===== src/rtl/bes_pkg.sv =====
`default_nettype none
// ----------------------------------------------------------------------------
// bes_pkg: shared types and codes for the bipartite edge swap engine
// Holds the input modes, result status codes, register indexes, fixed field
// widths and the sequencer state type.
// ----------------------------------------------------------------------------
package bes_pkg;

    // Fixed field widths
    localparam int unsigned IDX_W  = 12;
    localparam int unsigned NODE_W = 10;
    localparam int unsigned PICK_W = 16;
    localparam int unsigned CNT_W  = 16;
    localparam int unsigned ATT_W  = 17;
    localparam int unsigned EC_W   = 13;
    localparam int unsigned CFG_W  = 16;

    // Input modes
    localparam logic [1:0] MODE_LOAD    = 2'd0;
    localparam logic [1:0] MODE_ATTEMPT = 2'd1;
    localparam logic [1:0] MODE_READ    = 2'd2;

    // Result status
    localparam logic [1:0] ST_OK      = 2'd0;
    localparam logic [1:0] ST_NOPART  = 2'd1;
    localparam logic [1:0] ST_REFUSED = 2'd2;

    // Configuration register indexes
    localparam logic [1:0] REG_EDGE_COUNT   = 2'd0;
    localparam logic [1:0] REG_TARGET_SWAPS = 2'd1;
    localparam logic [1:0] REG_EXTRA_TRIES  = 2'd2;

    // Sequencer states
    typedef enum logic [3:0] {
        S_CLEAR,
        S_IDLE,
        S_READ,
        S_HEAD,
        S_MARK,
        S_COUNT,
        S_MOD,
        S_SEL,
        S_SW1,
        S_SW2,
        S_DONE
    } t_state;

endpackage

`default_nettype wire


===== src/rtl/bes_mod.sv =====
`default_nettype none
// ----------------------------------------------------------------------------
// bes_mod: iterative remainder unit
// Restoring remainder of a 16-bit dividend by a divisor, one bit per cycle.
// ----------------------------------------------------------------------------
module bes_mod #(
    parameter int unsigned DIV_W = 13
) (
    input  wire logic                       i_clk,
    input  wire logic                       i_rst_n,
    input  wire logic                       i_start,
    input  wire logic [bes_pkg::PICK_W-1:0] i_dividend,
    input  wire logic [DIV_W-1:0]           i_divisor,
    output logic                            o_done,
    output logic      [DIV_W-1:0]           o_rem
);
    import bes_pkg::*;

    localparam int unsigned STEP_W = $clog2(PICK_W);

    logic              r_busy;
    logic              r_done;
    logic [STEP_W-1:0] r_cnt;
    logic [DIV_W:0]    r_rem;
    logic [PICK_W-1:0] r_q;
    logic [DIV_W:0]    w_trial;

    // Shift in the next dividend bit and subtract where it fits
    always_comb begin
        w_trial = {r_rem[DIV_W-1:0], r_q[PICK_W-1]};
        if (w_trial >= {1'b0, i_divisor}) begin
            w_trial = w_trial - {1'b0, i_divisor};
        end
    end

    // Control
    always_ff @(posedge i_clk) begin
        if (!i_rst_n) begin
            r_busy <= 1'b0;
            r_done <= 1'b0;
            r_cnt  <= '0;
        end else begin
            r_done <= 1'b0;
            if (i_start) begin
                r_busy <= 1'b1;
                r_cnt  <= STEP_W'(PICK_W - 1);
            end else if (r_busy) begin
                r_cnt <= r_cnt - 1'b1;
                if (r_cnt == '0) begin
                    r_busy <= 1'b0;
                    r_done <= 1'b1;
                end
            end
        end
    end

    // Datapath
    always_ff @(posedge i_clk) begin
        if (i_start) begin
            r_rem <= '0;
            r_q   <= i_dividend;
        end else if (r_busy) begin
            r_rem <= w_trial;
            r_q   <= {r_q[PICK_W-2:0], 1'b0};
        end
    end

    assign o_done = r_done;
    assign o_rem  = r_rem[DIV_W-1:0];

endmodule

`default_nettype wire


===== config.mk =====
export PLATFORM = sky130hd
export DESIGN_NAME = bes_mod
export DESIGN_NICKNAME = d
export VERILOG_FILES = /design/src/rtl/bes_pkg.sv /design/src/rtl/bes_mod.sv
export SDC_FILE = /design/constraint.sdc
export NUM_CORES = 1
export LEC_CHECK = 0
export BUFFER_PORTS_ARGS = -buffer_cell sky130_fd_sc_hd__buf_2
export CORE_MARGIN = 3
export CORE_UTILIZATION = 50
export DETAILED_ROUTE_END_ITERATION = 12
export PLACE_DENSITY = 0.73
export SKIP_LAST_GASP = 1
export SLEW_MARGIN = 20
export SYNTH_ARGS = -nofsm -noshare
export SYNTH_HDL_FRONTEND = slang
export SYNTH_SLANG_ARGS = --single-unit

===== constraint.sdc =====
create_clock -name i_clk -period 2.5 [get_ports i_clk]
set_input_delay 0.375 -clock i_clk [delete_from_list [all_inputs] [get_ports i_clk]]
set_output_delay 0.375 -clock i_clk [all_outputs]
set_load 0.03 [all_outputs]

-- Word level (Yosys, flattened, before mapping)
Cells that the tools add are included.
Widths: inputs -> output; s select.
- register bits: 35
- bits in latches: 0
- bits in writable memories: 0
- ROM bits: 0
- input bits: 32
- output and inout bits: 14
- word-level logic and storage cells: 22
- memories kept: 0
- add/subtract/negate cells: 2
- multipliers: 0
- div/mod/pow operators: 0
- $lt $le $gt $ge: 1
- equality and inequality tests: 0
- shifts and indexed selects: 0
- multiplexer cells: 9
- bitwise logic cells: 2
- reduce and logical (&&, ||, !) cells: 3
- operators by type and width (operator ; number):
    $mux 16 ; 2
    $ge 14x13->1 ; 1
    $mux 13 ; 1
    $sub 13x13->13 ; 1
    $mux 4 ; 2
    $logic_not 4->1 ; 1
    $mux 1 ; 4
    $sub 4x1->4 const B ; 1
    $reduce_or 3->1 ; 1
    $not 1->1 ; 2
    $reduce_bool 2->1 ; 1

-- Logic depth before layout (Yosys ltp)
- word-level depth: 4
- mapped depth: 10
- depth with buffers taken out: 9

-- Worst setup path after synthesis
Ideal clock, no wire load.
- path type: register -> register
- start point: register r_rem[3]
- end point: register r_rem[0]
- setup time: 79 ps
- arrival: 2132 ps
- data required time: 2421 ps
- path slack: 289 ps
- stages on the path, launching flop included: 8
- buffers on the path: 1
- clock period less this slack: 2211 ps
- path through: dfxtp_1 ha_1 buf_6 a21o_1 o31ai_4 nand3_4 mux2_4 a211oi_2
- cells in the longest elaborated chain, start to end: 2
- RTL lines (element ; line ; RTL):
    start: declaration ; bes_mod.sv:24 ; logic [DIV_W:0] r_rem;
    start signal: assignment ; bes_mod.sv:63 ; r_rem <= w_trial;
    $ge 14x13->1 ; bes_mod.sv:31 ; if (w_trial >= {1'b0, i_divisor}) begin
    $mux 13 ; bes_mod.sv:31 ;
No other way between the ends.
A chain may end at the register's enable or synchronous reset.

-- Worst setup path in the final report
- start point: register r_q[15]
- end point: register r_rem[10]
- cells in the longest elaborated chain, start to end: 2
- elaborated cells on any way between the ends: 3
- classes of those cells: 1 x add/sub; 1 x order compare; 1 x mux
- RTL lines (element ; line ; RTL):
    start: declaration ; bes_mod.sv:25 ; logic [PICK_W-1:0] r_q;
    start signal: assignment ; bes_mod.sv:61 ; r_q <= i_dividend;
    start signal: assignment ; bes_mod.sv:64 ; r_q <= {r_q[PICK_W-2:0], 1'b0};
    $sub 13x13->13 or $ge 14x13->1 (tied branches) ; bes_mod.sv:32, bes_mod.sv:31 ;
    $mux 13 (*) ; bes_mod.sv:31 ;
Mark *: on every way between the ends. The rest lies on a longest branch, timed or not.

==> results.txt <==
----------------------------------------------------
[Timing]
  Period Utilization, post-route ... 0.906
  Final critical-path setup slack ... 234 ps
  Worst Hold Margin ... 370 ps
  Final setup violation count ... 0
  Setup clock skew after layout ... 4.92 ps
  Final Slew Violations ... 0
  Post-route minimum period ... 2270 ps
  Peak clock frequency supported by timing ... 441 MHz
  Hold Fails Final Rpt ... 0
  Worst rel slew slack ... 0.679
  Total negative setup slack ... 0 ps
  Transition time of the tightest slew-check pin ... ~480 ps
  Unrepaired setup endpoints after global routing ... no

[Clock tree]
  Quantity of hold-fixing buffers added after cts ... 0
  Total clock sinks ... 35
  Insertion delay of the later-clocked pin in the worst-skew pair ... 290 ps
  Inserted Clock Buffers ... 5
  Cell at the root of the clock tree ... clkbuf_8
  # Post-CTS Setup Buffers ... 0
  Maximum clock insertion buffer count ... 2
  Post-CTS Resized ... 0
  Clock tree from TritonCTS ... yes
  Htree depth ... 2
  Clock transition at the registers of the reported paths ... 70 ps

[Power and ir drop]
  Worst IR drop on VDD ... 0.000363 V
  Power density over the cells ... approximately 630 nW/um^2
  Leakage power total ... ~1.2 nW

[Global route]
  All-Layer GR Usage ... 0.176
  Total global routing overflow ... 0
  Number of antenna violations at the first check in global routing ... 0
  First-pass GRT wire length ... 7.59 mm
  Vias in the first global route ... ~1700
  Maximum number of pins on one net before global-route repair ... 25

[Route]
  Drt drc ... 0
  Via count ... approximately 1900
  Average detailed-routed wire length per instance ... 14.0 um
  Iteration-0 DRC count of the detailed router ... approximately 130
  TritonRoute pass-1 iters ... 4
  Post-detailed-route count of antenna-violating nets ... 0
  Routed Wire Length ... 4.66 mm
  DR vias/cell ... 5.61

[Placement]
  Instance count after placement with tap cells included ... between 300 and 400
  Post-DP HPWL ... 3.49 mm
  Total cell area at the placement stage ... 2610 sq um
  Worst slack at placement ... 122 ps
  Final estimated routing congestion in global placement ... ~0.90
  Port-buffer cells ... 45

[Critical path]
  Type of origin of the critical path ... flip-flop
  Class of the most critical setup path ... flip-flop to flip-flop
  Arrival time at the worst endpoint ... 2460 ps
  Top fanout value on the critical path ... 3
  CP required ... 2700 ps
  Critical path endpoint category ... flip-flop
  Internal reg-to-reg setup slack ... around 230 ps

[Flow run]
  Max_cap viols ... 0

[Logic synthesis]
  Count of distinct cell types in the synthesized netlist ... 61
  Instance count of the mapped netlist ... around 230
  Flops & latches, synth ... 35
  Number of enable-type register cells in the synthesized netlist ... 16
  Avg Inst Size Synth ... 10.1 sq um
  Share of flip-flops with an asynchronous set or reset ... 0
  Part of the Yosys area used for sequential elements ... 0.364
  Yosys warnings ... 0
  Syn_nets ... 280
  Cell Area, Synth ... 2360 sq um
  Most used flip-flop cell after synthesis ... dfxtp_1

[Floorplan]
  Total Die Area ... 5590 sq um
  Total number of placement rows ... 24
  Core outline area ... roughly 4400 sq um
  IO Count ... 46
  Height of the die ... 74.8 um
  Initial Utilization ... 0.532
  Die outline width ... 74.8 um

[Hold path]
  Hold Path Class ... input port to flip-flop

[Final layout]
  Area Overhead vs Synth ... 15.0%
  Post-route design area ... 2720 sq um
  Antenna diodes ... 0
  Cell Count, Final, Fillers Out ... 332
  Share of final-layout standard cells stronger than drive strength 1 ... 0.314
  NumNets Final ... ~330

[Run status]
  Run status ... finished clean

----------------------------------------------------
[sequential cells by signal, summed over array words and instances (netlist names)]
register and count:
o_done 1, r_cnt 4, r_q 16, r_busy 1, r_rem 13
[cell usage after synthesis (all sizes together), types with 2 or more instances]
cell,instances,area (sq um)
buf,8,73.8
nand2b,5,33.8
nor2b,4,25.0
inv,19,71.3
nor3,2,10.0
nand2,11,41.3
o41ai,2,17.5
nor4b,2,17.5
mux2,16,184
o21ai,7,35.0
nand3,7,52.6
o211ai,3,22.5
o31ai,3,36.3
nand4,5,37.5
xor2,6,52.6
nor4,3,33.8
dfxtp,19,380
a211oi,7,70.1
mux2i,7,70.1
a31oi,3,18.8
a311oi,4,35.0
a21boi,5,37.5
or3,3,20.0
nor2,16,60.1
a21o,4,31.3
clkbuf,3,11.3
ha,14,175
xnor2,4,35.0
edfxtp,16,480
o2111ai,2,17.5
a21oi,8,40.0
[layer usage]
layer  track usage  up-vias  wire length (um)
li1              -      951                 -
met1         0.246      856              2190
met2         0.274       47              2160
met3        0.0387        7               249
met4        0.0514        0                55
met5             0        -                 0
[cell families (layout without fill, tap and decap cells)]
logic type	Yosys count	count (layout)	share of synthesized area
fa+ha+maj	15	15	0.0826
xor+xnor	10	10	0.0371
simple gates	65	65	0.163
compound gates	54	54	0.176
buf+inv	31	78	0.0699
mux	23	23	0.107
flops	35	35	0.364
[stage by stage]
step / utilization / total power, mW
2_1_floorplan: - / 1.10
6_report: 0.611 / 1.71
3_3_place_gp: 0.586 / 1.20
3_5_place_dp: 0.586 / 1.21
5_1_grt: 0.611 / 1.80
4_1_cts: 0.611 / 1.72
[cells in the final DEF (no fill, tap or decap), types with 5 or more instances in the layout]
| cell | synthesis | final |
|---|---|---|
| a211oi_1 | 5 | 5 |
| a21boi_0 | 5 | 5 |
| a21oi_1 | 8 | 8 |
| buf_2 | 2 | 45 |
| buf_4 | 2 | 6 |
| clkbuf_8 | 0 | 5 |
| dfxtp_1 | 19 | 19 |
| edfxtp_1 | 16 | 16 |
| ha_1 | 14 | 14 |
| inv_1 | 19 | 19 |
| mux2_2 | 15 | 15 |
| mux2i_1 | 7 | 7 |
| nand2_1 | 11 | 11 |
| nand3_1 | 5 | 5 |
| nor2_1 | 16 | 16 |
| o21ai_0 | 6 | 6 |
| xor2_1 | 6 | 6 |
[worst max-delay path, stage by stage, from the launching register on]
cell	delay, ps
edfxtp_1	330
inv_1	60
ha_1	210
fa_1	440
nor2b_1	230
o2111ai_1	170
a21oi_1	260
or3_1	140
nand3_1	70
a311oi_1	260
[where the power goes]
group	total [mW]	internal (mW)	switching, mW
clock network	0.508	0.297	0.211
registers	0.700	0.660	0.0395
logic	0.497	0.219	0.279
[area by class of cell]
class / count / area, sq um
clock buffers: 5 / 68.8
repair buffers: 51 / 270
inverters: 19 / 71.3
fillers: 403 / 1730
clock inverters: 3 / 43.8
multi-input cells: 167 / 1340
flip-flops and latches: 35 / 861
well taps: 52 / 65.1
[final timing paths]
| kind | start | endpoint | cells past startpoint |
|---|---|---|---|
| worst min register to register | r_rem[5] | r_rem[5] | 2 |
| worst max register to register | r_q[15] | r_rem[10] | 9 |
| worst min-delay path | i_dividend[0] | r_q[0] | 2 |
| worst max-delay path | r_q[15] | r_rem[10] | 9 |
(Power assumes the default switching activity.)
